--- src/rtl/qpdm_pkg.sv ---
// Shared types, constants and width helpers for the quadrotor PD attitude mixer.
`default_nettype none
package qpdm_pkg;

  // Default fraction width of the fixed-point datapath
  localparam int FRACTION_BITS_DEF = 16;

  // Field widths
  localparam int TRACKER_W = 17;
  localparam int SENSOR_W  = 20;
  localparam int VALUE_W   = 16;
  localparam int MOTOR_W   = 16;
  localparam int DEV_W     = 16;

  // Conversion constants are Q(F+16); rounding drops these 16 extra bits
  localparam int CONV_EXTRA = 16;

  // Constants as fractions of 2^40
  localparam longint K40_TRACKER = 64'sd54975581;       // 1/20000
  localparam longint K40_SENSOR  = 64'sd19190095;       // 0.01745329/1000
  localparam longint K40_RATE    = 64'sd295527472;      // 0.00026878067
  localparam longint K40_KP_TILT = 64'sd796266320835;   // 0.7242
  localparam longint K40_KD_TILT = 64'sd728910238518;   // 0.66294
  localparam longint K40_KP_YAW  = 64'sd5273697571465;  // 4.7964
  localparam longint K40_KD_YAW  = 64'sd4827614708960;  // 4.39069
  localparam longint K40_THRUST  = 64'sd3958241859994;  // magnitude of -3.6

  // Register reset values
  localparam logic [MOTOR_W-1:0] NOMINAL_RESET = MOTOR_W'(72 * 64);
  localparam logic [MOTOR_W-1:0] CMD_MIN_RESET = '0;
  localparam logic [MOTOR_W-1:0] CMD_MAX_RESET = '1;

  typedef enum logic [1:0] {
    REG_USE_TRACKER = 2'd0,
    REG_NOMINAL     = 2'd1,
    REG_CMD_MIN     = 2'd2,
    REG_CMD_MAX     = 2'd3
  } reg_idx_e;

  typedef enum logic [1:0] {
    AXIS_THRUST = 2'd0,
    AXIS_ROLL   = 2'd1,
    AXIS_PITCH  = 2'd2,
    AXIS_YAW    = 2'd3
  } axis_e;

  // Post-scaling applied to the shared multiplier's product
  typedef enum logic [1:0] {
    POST_ROUND = 2'd0,  // round half up, Q(F+16) -> Q(F)
    POST_FLOOR = 2'd1,  // floor, Q(2F) -> Q(F)
    POST_EXACT = 2'd2   // integer times Q(F), already Q(F)
  } post_e;

  typedef struct packed {
    logic               use_tracker_angles;
    logic [MOTOR_W-1:0] nominal_speed;
    logic [MOTOR_W-1:0] command_min;
    logic [MOTOR_W-1:0] command_max;
  } cfg_t;

  typedef struct packed {
    logic [MOTOR_W-1:0] motor_one;
    logic [MOTOR_W-1:0] motor_two;
    logic [MOTOR_W-1:0] motor_three;
    logic [MOTOR_W-1:0] motor_four;
    logic               clipped;
  } mix_out_t;

  // Round a 2^-40 constant to the given number of fraction bits
  function automatic longint qk(input longint k40, input int bits);
    return ((((k40 * 2) >>> (40 - bits)) + 1) >>> 1);
  endfunction

  // Measured angle and rate in Q(F), signed
  function automatic int meas_w(input int f);
    return f + 5;
  endfunction

  // Multiplier operand A: samples and measured values
  function automatic int opa_w(input int f);
    return (f + 5 > SENSOR_W) ? f + 5 : SENSOR_W;
  endfunction

  // Multiplier operand B: constants and gains, signed
  function automatic int opb_w(input int f);
    return f + 6;
  endfunction

  // Deviation accumulator in Q(F), signed
  function automatic int acc_w(input int f);
    return f + 21;
  endfunction

endpackage
`default_nettype wire

--- src/rtl/qpdm_if.sv ---
// Valid/ready channel interfaces for axis items and motor command beats.
`default_nettype none
interface qpdm_in_if;
  logic               valid;
  logic               ready;
  logic [1:0]         axis;
  logic signed [16:0] tracker_angle;
  logic signed [19:0] sensor_angle;
  logic signed [15:0] sensor_rate;
  logic signed [15:0] target_angle;
  logic signed [15:0] target_rate;
  logic signed [15:0] target_accel;

  modport source (
    output valid, axis, tracker_angle, sensor_angle, sensor_rate,
           target_angle, target_rate, target_accel,
    input  ready
  );
  modport sink (
    input  valid, axis, tracker_angle, sensor_angle, sensor_rate,
           target_angle, target_rate, target_accel,
    output ready
  );
endinterface

interface qpdm_out_if;
  logic        valid;
  logic        ready;
  logic [15:0] motor_one;
  logic [15:0] motor_two;
  logic [15:0] motor_three;
  logic [15:0] motor_four;
  logic        clipped;

  modport source (
    output valid, motor_one, motor_two, motor_three, motor_four, clipped,
    input  ready
  );
  modport sink (
    input  valid, motor_one, motor_two, motor_three, motor_four, clipped,
    output ready
  );
endinterface
`default_nettype wire

--- src/rtl/qpdm_mul.sv ---
// Shared signed multiplier with rounding, flooring or exact post-scaling.
`default_nettype none
module qpdm_mul #(
  parameter int FRACTION_BITS = qpdm_pkg::FRACTION_BITS_DEF
) (
  input  logic signed [qpdm_pkg::opa_w(FRACTION_BITS)-1:0] a_i,
  input  logic signed [qpdm_pkg::opb_w(FRACTION_BITS)-1:0] b_i,
  input  qpdm_pkg::post_e                                  post_i,
  output logic signed [qpdm_pkg::acc_w(FRACTION_BITS)-1:0] res_o
);

  localparam int OPA_W  = qpdm_pkg::opa_w(FRACTION_BITS);
  localparam int OPB_W  = qpdm_pkg::opb_w(FRACTION_BITS);
  localparam int PROD_W = OPA_W + OPB_W;
  localparam int ACC_W  = qpdm_pkg::acc_w(FRACTION_BITS);
  localparam logic signed [PROD_W-1:0] HALF =
    PROD_W'(64'sd1 <<< (qpdm_pkg::CONV_EXTRA - 1));

  logic signed [PROD_W-1:0] prod;
  logic signed [PROD_W-1:0] rounded;
  logic signed [PROD_W-1:0] floored;

  assign prod    = a_i * b_i;
  assign rounded = (prod + HALF) >>> qpdm_pkg::CONV_EXTRA;
  assign floored = prod >>> FRACTION_BITS;

  always_comb begin
    unique case (post_i)
      qpdm_pkg::POST_ROUND: res_o = ACC_W'(rounded);
      qpdm_pkg::POST_FLOOR: res_o = ACC_W'(floored);
      qpdm_pkg::POST_EXACT: res_o = ACC_W'(prod);
      default:              res_o = '0;
    endcase
  end

endmodule
`default_nettype wire

--- src/rtl/qpdm_mixer.sv ---
// Plus-configuration motor mixing with saturation to the command limits.
`default_nettype none
module qpdm_mixer (
  input  qpdm_pkg::cfg_t     cfg_i,
  input  logic signed [15:0] thrust_i,
  input  logic signed [15:0] roll_i,
  input  logic signed [15:0] pitch_i,
  input  logic signed [15:0] yaw_i,
  output qpdm_pkg::mix_out_t mix_o
);

  localparam int MIX_W = 19;

  logic signed [MIX_W-1:0] base;
  logic signed [MIX_W-1:0] lim_hi;
  logic signed [MIX_W-1:0] lim_lo;
  logic signed [MIX_W-1:0] raw [4];
  logic [15:0]             sat [4];
  logic [3:0]              hit;

  assign base   = MIX_W'($signed({1'b0, cfg_i.nominal_speed})) + MIX_W'(thrust_i);
  assign lim_hi = MIX_W'($signed({1'b0, cfg_i.command_max}));
  assign lim_lo = MIX_W'($signed({1'b0, cfg_i.command_min}));

  assign raw[0] = base + MIX_W'(pitch_i) - MIX_W'(yaw_i);
  assign raw[1] = base - MIX_W'(pitch_i) - MIX_W'(yaw_i);
  assign raw[2] = base + MIX_W'(roll_i)  + MIX_W'(yaw_i);
  assign raw[3] = base - MIX_W'(roll_i)  + MIX_W'(yaw_i);

  // Limit to the upper bound first, then raise to the lower bound
  always_comb begin
    logic signed [MIX_W-1:0] v;
    for (int i = 0; i < 4; i++) begin
      v      = raw[i];
      hit[i] = 1'b0;
      if (v > lim_hi) begin
        v      = lim_hi;
        hit[i] = 1'b1;
      end
      if (v < lim_lo) begin
        v      = lim_lo;
        hit[i] = 1'b1;
      end
      sat[i] = v[15:0];
    end
  end

  assign mix_o.motor_one   = sat[0];
  assign mix_o.motor_two   = sat[1];
  assign mix_o.motor_three = sat[2];
  assign mix_o.motor_four  = sat[3];
  assign mix_o.clipped     = |hit;

endmodule
`default_nettype wire

--- src/rtl/quadrotor_pd_attitude_mixer.sv ---
// Top level: PD attitude controller with plus-configuration motor mixing.
`default_nettype none
// A control tick is four beats on the input channel: thrust (axis 0), then
// roll, pitch and yaw (axes 1 to 3). Thrust, roll and pitch beats only update
// the stored deviations; the yaw beat produces one beat on the output channel
// with four saturated motor commands and a clip flag. All arithmetic runs on
// one shared signed multiplier under a small sequencer, so the input is ready
// only while the block is idle. A thrust beat takes the block through accept,
// one multiply and finish. A roll, pitch or yaw beat takes it through accept,
// six multiplier passes (measured angle, measured rate, and for each of the
// angle and rate errors the measured and the commanded part), and a finish
// step. The output is held in a register, so a waiting result
// does not block the next beat; only a yaw beat that finishes while the
// previous result is still untaken holds in its finish cycle until the output
// beat is taken. The fixed-point fraction width is FRACTION_BITS (8 to 24).
// Configuration is written through cfg_we_i/cfg_idx_i/cfg_data_i: 0 selects
// tracker angles, 1 nominal speed, 2 and 3 the lower and upper motor limits.
// Users must write it only while the block is idle; the block does not check.
module quadrotor_pd_attitude_mixer #(
  parameter int FRACTION_BITS = qpdm_pkg::FRACTION_BITS_DEF
) (
  input  logic              clk_i,
  input  logic              rst_ni,
  input  logic              cfg_we_i,
  input  logic [1:0]        cfg_idx_i,
  input  logic [15:0]       cfg_data_i,
  qpdm_in_if.sink           in_i,
  qpdm_out_if.source        out_o
);

  localparam int MEAS_W = qpdm_pkg::meas_w(FRACTION_BITS);
  localparam int OPA_W  = qpdm_pkg::opa_w(FRACTION_BITS);
  localparam int OPB_W  = qpdm_pkg::opb_w(FRACTION_BITS);
  localparam int ACC_W  = qpdm_pkg::acc_w(FRACTION_BITS);
  localparam int CONV_B = FRACTION_BITS + qpdm_pkg::CONV_EXTRA;

  localparam logic signed [OPB_W-1:0] K_TRACKER =
    OPB_W'(qpdm_pkg::qk(qpdm_pkg::K40_TRACKER, CONV_B));
  localparam logic signed [OPB_W-1:0] K_SENSOR =
    OPB_W'(qpdm_pkg::qk(qpdm_pkg::K40_SENSOR, CONV_B));
  localparam logic signed [OPB_W-1:0] K_RATE =
    OPB_W'(qpdm_pkg::qk(qpdm_pkg::K40_RATE, CONV_B));
  localparam logic signed [OPB_W-1:0] KP_TILT =
    OPB_W'(qpdm_pkg::qk(qpdm_pkg::K40_KP_TILT, FRACTION_BITS));
  localparam logic signed [OPB_W-1:0] KD_TILT =
    OPB_W'(qpdm_pkg::qk(qpdm_pkg::K40_KD_TILT, FRACTION_BITS));
  localparam logic signed [OPB_W-1:0] KP_YAW =
    OPB_W'(qpdm_pkg::qk(qpdm_pkg::K40_KP_YAW, FRACTION_BITS));
  localparam logic signed [OPB_W-1:0] KD_YAW =
    OPB_W'(qpdm_pkg::qk(qpdm_pkg::K40_KD_YAW, FRACTION_BITS));
  localparam logic signed [OPB_W-1:0] K_THRUST =
    OPB_W'(-qpdm_pkg::qk(qpdm_pkg::K40_THRUST, FRACTION_BITS));
  // Bias that turns the arithmetic shift into truncation toward zero
  localparam logic signed [ACC_W-1:0] TRUNC_BIAS =
    ACC_W'((64'sd1 <<< FRACTION_BITS) - 64'sd1);

  // Sequencer states
  localparam logic [3:0] ST_IDLE = 4'd0;
  localparam logic [3:0] ST_MEAS = 4'd1;  // measured angle, rounded
  localparam logic [3:0] ST_RATE = 4'd2;  // measured rate, rounded
  localparam logic [3:0] ST_PA   = 4'd3;  // -meas * kp, floored
  localparam logic [3:0] ST_TA   = 4'd4;  // target angle * kp
  localparam logic [3:0] ST_PR   = 4'd5;  // -rate * kd, floored
  localparam logic [3:0] ST_TR   = 4'd6;  // target rate * kd
  localparam logic [3:0] ST_THR  = 4'd7;  // accel * thrust gain
  localparam logic [3:0] ST_FIN  = 4'd8;  // truncate, store or mix

  logic [3:0]          state_q, state_d;
  qpdm_pkg::cfg_t      cfg_q;
  logic signed [15:0]  thrust_q, roll_q, pitch_q;
  logic                out_valid_q;
  qpdm_pkg::mix_out_t  out_q;

  // Captured item
  qpdm_pkg::axis_e     axis_q;
  logic signed [16:0]  tracker_q;
  logic signed [19:0]  sensor_q;
  logic signed [15:0]  srate_q;
  logic signed [15:0]  tangle_q;
  logic signed [15:0]  trate_q;
  logic signed [15:0]  accel_q;

  // Datapath
  logic signed [MEAS_W-1:0] meas_q, rate_q;
  logic signed [MEAS_W-1:0] meas_neg, rate_neg;
  logic signed [ACC_W-1:0]  acc_q;
  logic signed [ACC_W-1:0]  acc_trunc;
  logic signed [15:0]       dev;
  logic signed [OPA_W-1:0]  opa;
  logic signed [OPB_W-1:0]  opb;
  logic signed [OPB_W-1:0]  kp, kd;
  qpdm_pkg::post_e          post;
  logic signed [ACC_W-1:0]  mul_res;
  qpdm_pkg::mix_out_t       mix;

  logic in_fire;
  logic is_yaw;
  logic fin_stall;
  logic fin_emit;

  assign in_i.ready = (state_q == ST_IDLE);
  assign in_fire    = in_i.valid && in_i.ready;
  assign is_yaw     = (axis_q == qpdm_pkg::AXIS_YAW);
  assign fin_stall  = is_yaw && out_valid_q && !out_o.ready;
  assign fin_emit   = (state_q == ST_FIN) && is_yaw && !fin_stall;

  assign kp       = is_yaw ? KP_YAW : KP_TILT;
  assign kd       = is_yaw ? KD_YAW : KD_TILT;
  assign meas_neg = -meas_q;
  assign rate_neg = -rate_q;

  // Operand selection for the shared multiplier
  always_comb begin
    opa  = '0;
    opb  = '0;
    post = qpdm_pkg::POST_EXACT;
    unique case (state_q)
      ST_MEAS: begin
        post = qpdm_pkg::POST_ROUND;
        if (cfg_q.use_tracker_angles) begin
          opa = OPA_W'(tracker_q);
          opb = K_TRACKER;
        end else begin
          opa = OPA_W'(sensor_q);
          opb = K_SENSOR;
        end
      end
      ST_RATE: begin
        post = qpdm_pkg::POST_ROUND;
        opa  = OPA_W'(srate_q);
        opb  = K_RATE;
      end
      ST_PA: begin
        post = qpdm_pkg::POST_FLOOR;
        opa  = OPA_W'(meas_neg);
        opb  = kp;
      end
      ST_TA: begin
        opa = OPA_W'(tangle_q);
        opb = kp;
      end
      ST_PR: begin
        post = qpdm_pkg::POST_FLOOR;
        opa  = OPA_W'(rate_neg);
        opb  = kd;
      end
      ST_TR: begin
        opa = OPA_W'(trate_q);
        opb = kd;
      end
      ST_THR: begin
        opa = OPA_W'(accel_q);
        opb = K_THRUST;
      end
      default: begin
        opa  = '0;
        opb  = '0;
        post = qpdm_pkg::POST_EXACT;
      end
    endcase
  end

  qpdm_mul #(
    .FRACTION_BITS(FRACTION_BITS)
  ) u_mul (
    .a_i    (opa),
    .b_i    (opb),
    .post_i (post),
    .res_o  (mul_res)
  );

  // Truncate the Q(F) deviation toward zero and wrap to 16 bits
  assign acc_trunc = (acc_q + (acc_q[ACC_W-1] ? TRUNC_BIAS : '0)) >>> FRACTION_BITS;
  assign dev       = acc_trunc[15:0];

  qpdm_mixer u_mixer (
    .cfg_i    (cfg_q),
    .thrust_i (thrust_q),
    .roll_i   (roll_q),
    .pitch_i  (pitch_q),
    .yaw_i    (dev),
    .mix_o    (mix)
  );

  // Sequencer
  always_comb begin
    state_d = state_q;
    unique case (state_q)
      ST_IDLE: begin
        if (in_fire) begin
          state_d = (qpdm_pkg::axis_e'(in_i.axis) == qpdm_pkg::AXIS_THRUST) ? ST_THR
                                                                           : ST_MEAS;
        end
      end
      ST_MEAS: state_d = ST_RATE;
      ST_RATE: state_d = ST_PA;
      ST_PA:   state_d = ST_TA;
      ST_TA:   state_d = ST_PR;
      ST_PR:   state_d = ST_TR;
      ST_TR:   state_d = ST_FIN;
      ST_THR:  state_d = ST_FIN;
      ST_FIN: begin
        if (!fin_stall) begin
          state_d = ST_IDLE;
        end
      end
      default: state_d = ST_IDLE;
    endcase
  end

  // Control state, configuration and stored deviations
  always_ff @(posedge clk_i or negedge rst_ni) begin
    if (!rst_ni) begin
      state_q                  <= ST_IDLE;
      out_valid_q              <= 1'b0;
      cfg_q.use_tracker_angles <= 1'b0;
      cfg_q.nominal_speed      <= qpdm_pkg::NOMINAL_RESET;
      cfg_q.command_min        <= qpdm_pkg::CMD_MIN_RESET;
      cfg_q.command_max        <= qpdm_pkg::CMD_MAX_RESET;
      thrust_q                 <= '0;
      roll_q                   <= '0;
      pitch_q                  <= '0;
    end else begin
      state_q <= state_d;

      if (cfg_we_i) begin
        unique case (qpdm_pkg::reg_idx_e'(cfg_idx_i))
          qpdm_pkg::REG_USE_TRACKER: cfg_q.use_tracker_angles <= cfg_data_i[0];
          qpdm_pkg::REG_NOMINAL:     cfg_q.nominal_speed      <= cfg_data_i;
          qpdm_pkg::REG_CMD_MIN:     cfg_q.command_min        <= cfg_data_i;
          qpdm_pkg::REG_CMD_MAX:     cfg_q.command_max        <= cfg_data_i;
          default: ;
        endcase
      end

      // Store the finished deviation of a non-emitting axis
      if (state_q == ST_FIN) begin
        unique case (axis_q)
          qpdm_pkg::AXIS_THRUST: thrust_q <= dev;
          qpdm_pkg::AXIS_ROLL:   roll_q   <= dev;
          qpdm_pkg::AXIS_PITCH:  pitch_q  <= dev;
          default: ;
        endcase
      end

      // Hold the result until its beat is taken
      if (fin_emit) begin
        out_valid_q <= 1'b1;
      end else if (out_o.ready) begin
        out_valid_q <= 1'b0;
      end
    end
  end

  // Payload and datapath registers
  always_ff @(posedge clk_i) begin
    if (in_fire) begin
      axis_q    <= qpdm_pkg::axis_e'(in_i.axis);
      tracker_q <= in_i.tracker_angle;
      sensor_q  <= in_i.sensor_angle;
      srate_q   <= in_i.sensor_rate;
      tangle_q  <= in_i.target_angle;
      trate_q   <= in_i.target_rate;
      accel_q   <= in_i.target_accel;
      acc_q     <= '0;
    end

    unique case (state_q)
      ST_MEAS: meas_q <= mul_res[MEAS_W-1:0];
      ST_RATE: rate_q <= mul_res[MEAS_W-1:0];
      ST_PA, ST_TA, ST_PR, ST_TR, ST_THR: acc_q <= acc_q + mul_res;
      default: ;
    endcase

    if (fin_emit) begin
      out_q <= mix;
    end
  end

  assign out_o.valid       = out_valid_q;
  assign out_o.motor_one   = out_q.motor_one;
  assign out_o.motor_two   = out_q.motor_two;
  assign out_o.motor_three = out_q.motor_three;
  assign out_o.motor_four  = out_q.motor_four;
  assign out_o.clipped     = out_q.clipped;

endmodule
`default_nettype wire

--- src/flat_wrapper.sv ---
// flat-port wrapper written by rule: the top's interface ports become plain ports
module quadrotor_pd_attitude_mixer_flat 
#(
  parameter int FRACTION_BITS = qpdm_pkg::FRACTION_BITS_DEF
)
  (clk_i, rst_ni, cfg_we_i, cfg_idx_i, cfg_data_i, in_i_valid, in_i_axis, in_i_tracker_angle, in_i_sensor_angle, in_i_sensor_rate, in_i_target_angle, in_i_target_rate, in_i_target_accel, in_i_ready, out_o_valid, out_o_motor_one, out_o_motor_two, out_o_motor_three, out_o_motor_four, out_o_clipped, out_o_ready);
  qpdm_in_if in_i_i ();
  qpdm_out_if out_o_i ();
  input  logic clk_i;
  input  logic rst_ni;
  input  logic cfg_we_i;
  input  logic [1:0] cfg_idx_i;
  input  logic [15:0] cfg_data_i;
  input wire logic [$bits(in_i_i.valid)-1:0] in_i_valid;
  input wire logic [$bits(in_i_i.axis)-1:0] in_i_axis;
  input wire logic [$bits(in_i_i.tracker_angle)-1:0] in_i_tracker_angle;
  input wire logic [$bits(in_i_i.sensor_angle)-1:0] in_i_sensor_angle;
  input wire logic [$bits(in_i_i.sensor_rate)-1:0] in_i_sensor_rate;
  input wire logic [$bits(in_i_i.target_angle)-1:0] in_i_target_angle;
  input wire logic [$bits(in_i_i.target_rate)-1:0] in_i_target_rate;
  input wire logic [$bits(in_i_i.target_accel)-1:0] in_i_target_accel;
  output wire logic [$bits(in_i_i.ready)-1:0] in_i_ready;
  output wire logic [$bits(out_o_i.valid)-1:0] out_o_valid;
  output wire logic [$bits(out_o_i.motor_one)-1:0] out_o_motor_one;
  output wire logic [$bits(out_o_i.motor_two)-1:0] out_o_motor_two;
  output wire logic [$bits(out_o_i.motor_three)-1:0] out_o_motor_three;
  output wire logic [$bits(out_o_i.motor_four)-1:0] out_o_motor_four;
  output wire logic [$bits(out_o_i.clipped)-1:0] out_o_clipped;
  input wire logic [$bits(out_o_i.ready)-1:0] out_o_ready;
  assign in_i_i.valid = in_i_valid;
  assign in_i_i.axis = in_i_axis;
  assign in_i_i.tracker_angle = in_i_tracker_angle;
  assign in_i_i.sensor_angle = in_i_sensor_angle;
  assign in_i_i.sensor_rate = in_i_sensor_rate;
  assign in_i_i.target_angle = in_i_target_angle;
  assign in_i_i.target_rate = in_i_target_rate;
  assign in_i_i.target_accel = in_i_target_accel;
  assign in_i_ready = in_i_i.ready;
  assign out_o_valid = out_o_i.valid;
  assign out_o_motor_one = out_o_i.motor_one;
  assign out_o_motor_two = out_o_i.motor_two;
  assign out_o_motor_three = out_o_i.motor_three;
  assign out_o_motor_four = out_o_i.motor_four;
  assign out_o_clipped = out_o_i.clipped;
  assign out_o_i.ready = out_o_ready;
  quadrotor_pd_attitude_mixer #(.FRACTION_BITS(FRACTION_BITS)) u_core (.clk_i(clk_i), .rst_ni(rst_ni), .cfg_we_i(cfg_we_i), .cfg_idx_i(cfg_idx_i), .cfg_data_i(cfg_data_i), .in_i(in_i_i), .out_o(out_o_i));
endmodule
--- config.mk ---
export PLATFORM = sky130hd
export DESIGN_NAME = quadrotor_pd_attitude_mixer_flat
export DESIGN_NICKNAME = d
export VERILOG_FILES = /design/src/rtl/qpdm_pkg.sv /design/src/rtl/qpdm_if.sv /design/src/rtl/qpdm_mul.sv /design/src/rtl/qpdm_mixer.sv /design/src/rtl/quadrotor_pd_attitude_mixer.sv /design/src/flat_wrapper.sv
export SDC_FILE = /design/constraint.sdc
export NUM_CORES = 2
export LEC_CHECK = 0
export BUFFER_PORTS_ARGS = -buffer_cell sky130_fd_sc_hd__buf_4
export CAP_MARGIN = 10
export CORE_MARGIN = 4
export CORE_UTILIZATION = 34
export DETAILED_ROUTE_END_ITERATION = 10
export PLACE_DENSITY_LB_ADDON = 0.25
export SLEW_MARGIN = 30
export SYNTH_ARGS = -nofsm -noshare
export SYNTH_HDL_FRONTEND = slang
export SYNTH_SLANG_ARGS = --single-unit
--- constraint.sdc ---
create_clock -name clk_i -period 28.9 [get_ports clk_i]
set_input_delay 8.67 -clock clk_i [delete_from_list [all_inputs] [get_ports clk_i]]
set_output_delay 8.67 -clock clk_i [all_outputs]
set_load 0.05 [all_outputs]
==> impl_results.md <==
* Status: finished, final reports clean
* Startpoint class of the critical path: register
* Synth Warn # at 0
* Syn-to-layout area delta at 11.37%
* Hold path startpoint: u_core.pitch_q[0]
* Net Count, Synth at ~5600
* Clock Latency Late Sink at between 0.6 and 0.7 ns
* Worst reg-to-reg path cell count at 45
* TritonCTS clock tree: built
* Post-DP HPWL at 123.1 mm
* Post-synth top area share at 0.2531
* Sequential fraction of the synthesis area at 0.2276
* Hold-fix buffers at CTS at 0
* Data arrival, critical path at ~15 ns
* CTS clk-pin slew, worst paths at about 0.06 ns
* CTS Root Cell: clkbuf_16
* Most frequent cells in the layout: 822 x inv_1, 554 x fa_1, 384 x nand2_1, 380 x ha_1, 289 x nor2_1
* Mean post-synth cell area at ~9.6 um^2
* Reg2reg setup slack at roughly 14 ns
* Hold path depth at 2
* Setup TNS at 0 ns
* Delay-heaviest family, CP: compound AO/OA/AOI/OAI gates
* Library cells used by synthesis at roughly 120
* Number of gates resized after cts at 0
* Critical path class: register to register
* Max Slew Vio Count at 0
* Pin count of the biggest net entering global routing at 70
* Drc violations at 0
* Die Span Y at between 300 and 400 um
* Final Hold Fails at 0
* Share of cells above drive strength 1 at 0.1183
* Most area-hungry cell type in the Yosys netlist: fa_1
* DRT Pass-1 Iters at 8
* Vias in the first global route at between 30000 and 40000
* CP endpoint kind: register
* Clk_skew at 0.04633 ns
* Worst slew pin tran at between 0.9 and 1 ns
* Prevailing post-synth register cell: edfxtp_1
* Ys async rst share at 0.2923
* Ranking of synthesized cells by area: fa_1 25%, edfxtp_1 17%, ha_1 11%
* Cts bufs inserted at between 40 and 50
* Hold endpoint: u_core.pitch_q[0]
* Total Routed Length at 147.4 mm
* RSZ-0062 raised after global routing: false
* Most common cell after layout, fill and taps aside: inv_1
* Worst path required time at around 29 ns
* CTS Sinks at roughly 350
* Nets@finish at between 5000 and 6000
* Std-Cell Rows at around 130
* PortBufs at between 150 and 200
* GRT Overall Usage at 0.2178
* Core Box Area at around 0.13 mm^2
* Setup violations, final at 0
* DR WL/cell at around 23 um
* FF-to-FF End: u_core.acc_q[36]
* Iteration-0 DRC Markers at about 2700
* RR Startpoint: u_core.state_q[3]
* Most Frequent Cell on Critical Path: fa_1
* H-tree depth at 2
* Initial Util at 0.3434
* Die area at 0.1349 mm^2
* Synthesized area at 0.04390 mm^2
* Final period util at 0.5229
* Fmax at about 66 MHz
* Flops & latches, synth at about 350
* Max incr delay on CP at 0.89 ns
* Maximum clock path buffer count at 3
* Setup bufs post-CTS at 0
* Via/cell ratio at approximately 5.3
* Initial antenna violation count at 3
* Die Wd at 367.3 um
* Antenna Nets Post-Route at 0
* Worst Hold Class: register to register
* CP Max Fanout at 32
* CP Buf/Inv Count at 6
* GRT overflow at 0
* Normalized max-slew margin at 0.3422
* Tmin final at about 15 ns
* Slowest CP cell: dfrtp_1
* Diodes inserted at 0
* GPL Wtd Cong at around 0.97
* EDFF count, synth at around 250
* I/O pin total at roughly 190
* MaxCap Viol Count at 0
* Synth Instances at 4561
* Via count at between 30000 and 40000
* Global-route wire length before repair at about 220 mm
[metal layers]
metal  part of all wire  GRT usage  vias up
met2               0.42     0.3253     1141
met3              0.073    0.04140      149
li1                   -          -    15520
met4              0.023    0.04671        0
met1               0.48     0.3265    17120
met5                  0          0        -
[flip-flops by register name (all words and copies together), names as in the netlist, 17 cells and up]
| register | count |
|---|---|
| u_core.cfg_q | 49 |
| u_core.meas_q | 21 |
| u_core.acc_q | 37 |
| u_core.tracker_q | 17 |
| u_core.sensor_q | 20 |
| u_core.rate_q | 21 |
[kinds of logic after synthesis]
family / synth area share
adder cells (fa/ha/maj): 0.3616
flip-flops: 0.2276
buffers and inverters: 0.08487
multiplexers: 0.03369
AO/OA/AOI/OAI: 0.1273
AND/OR/NAND/NOR: 0.1254
XOR/XNOR: 0.03947
[worst register-to-register path: cells and delay by family, from the launching register on]
family	cells	cell delay, ns
adder cells (fa/ha/maj)	9	4.23
buffers and inverters	6	0.84
XOR/XNOR	2	0.91
AND/OR/NAND/NOR	13	3.62
flip-flops	1	0.89
AO/OA/AOI/OAI	15	4.39
[worst max-delay path by stage]
stage                                  from          endpoint  cells after the start
final                     u_core.state_q[3]  u_core.acc_q[36]                     45
after global routing      u_core.state_q[3]  u_core.acc_q[36]                     45
after CTS                 u_core.state_q[3]  u_core.acc_q[36]                     45
after detailed placement  u_core.state_q[3]  u_core.acc_q[36]                     45
after global placement    u_core.state_q[3]  u_core.acc_q[36]                     45
after floorplan                  in_i_valid   u_core.acc_q[0]                      2
[per-stage QoR]
stage	util	instance area (um^2)	hold WS (ns)	setup WS [ns]	instances
after floorplan	-	43900	0.4498	16.37	4561
after global placement	0.3700	47300	0.4689	14.26	6346
after detailed placement	0.3703	47340	0.4758	14.14	6348
after CTS	0.3823	48880	0.4891	14.09	6430
after global routing	0.3824	48890	0.5320	12.87	6431
final	0.3824	48890	0.4873	13.79	6431
[cell usage after synthesis, types with 8 or more instances]
cell type / number
nand2_1: 384
xnor2_1: 130
o21bai_1: 21
nor4_1: 20
dfrtp_1: 84
nand3b_1: 14
nand2b_1: 53
nor3_1: 78
or2_2: 16
nor3b_1: 11
and2_1: 59
nand4_1: 48
xor2_1: 66
a21oi_1: 214
and4_1: 8
mux2_2: 118
fa_1: 555
o21a_1: 47
or4_1: 8
a21o_1: 87
edfxtp_1: 247
ha_1: 380
nand3_1: 54
o221ai_1: 13
dfstp_2: 18
inv_1: 822
o21ai_0: 220
clkbuf_8: 10
clkbuf_1: 92
nor2b_1: 38
a221oi_1: 12
a211oi_1: 23
a22oi_1: 22
o31ai_1: 9
o21ai_2: 12
o211ai_1: 12
mux2i_1: 15
buf_2: 8
a31oi_1: 17
nor2_1: 293
or3_1: 18
o21ai_1: 12
and3_1: 28
[layout make-up]
cell class / count / area (um^2)
repair buffers: 251 / 1896
clock inverters: 26 / 330.3
flip-flops and latches: 349 / 9992
fillers: 12840 / 78950
multi-input cells: 3265 / 30300
clock buffers: 56 / 1207
well taps: 1662 / 2079
inverters: 822 / 3085
Power is not shown: default switching activity piles up to over one toggle a cycle in this logic, so the estimate is an artifact.
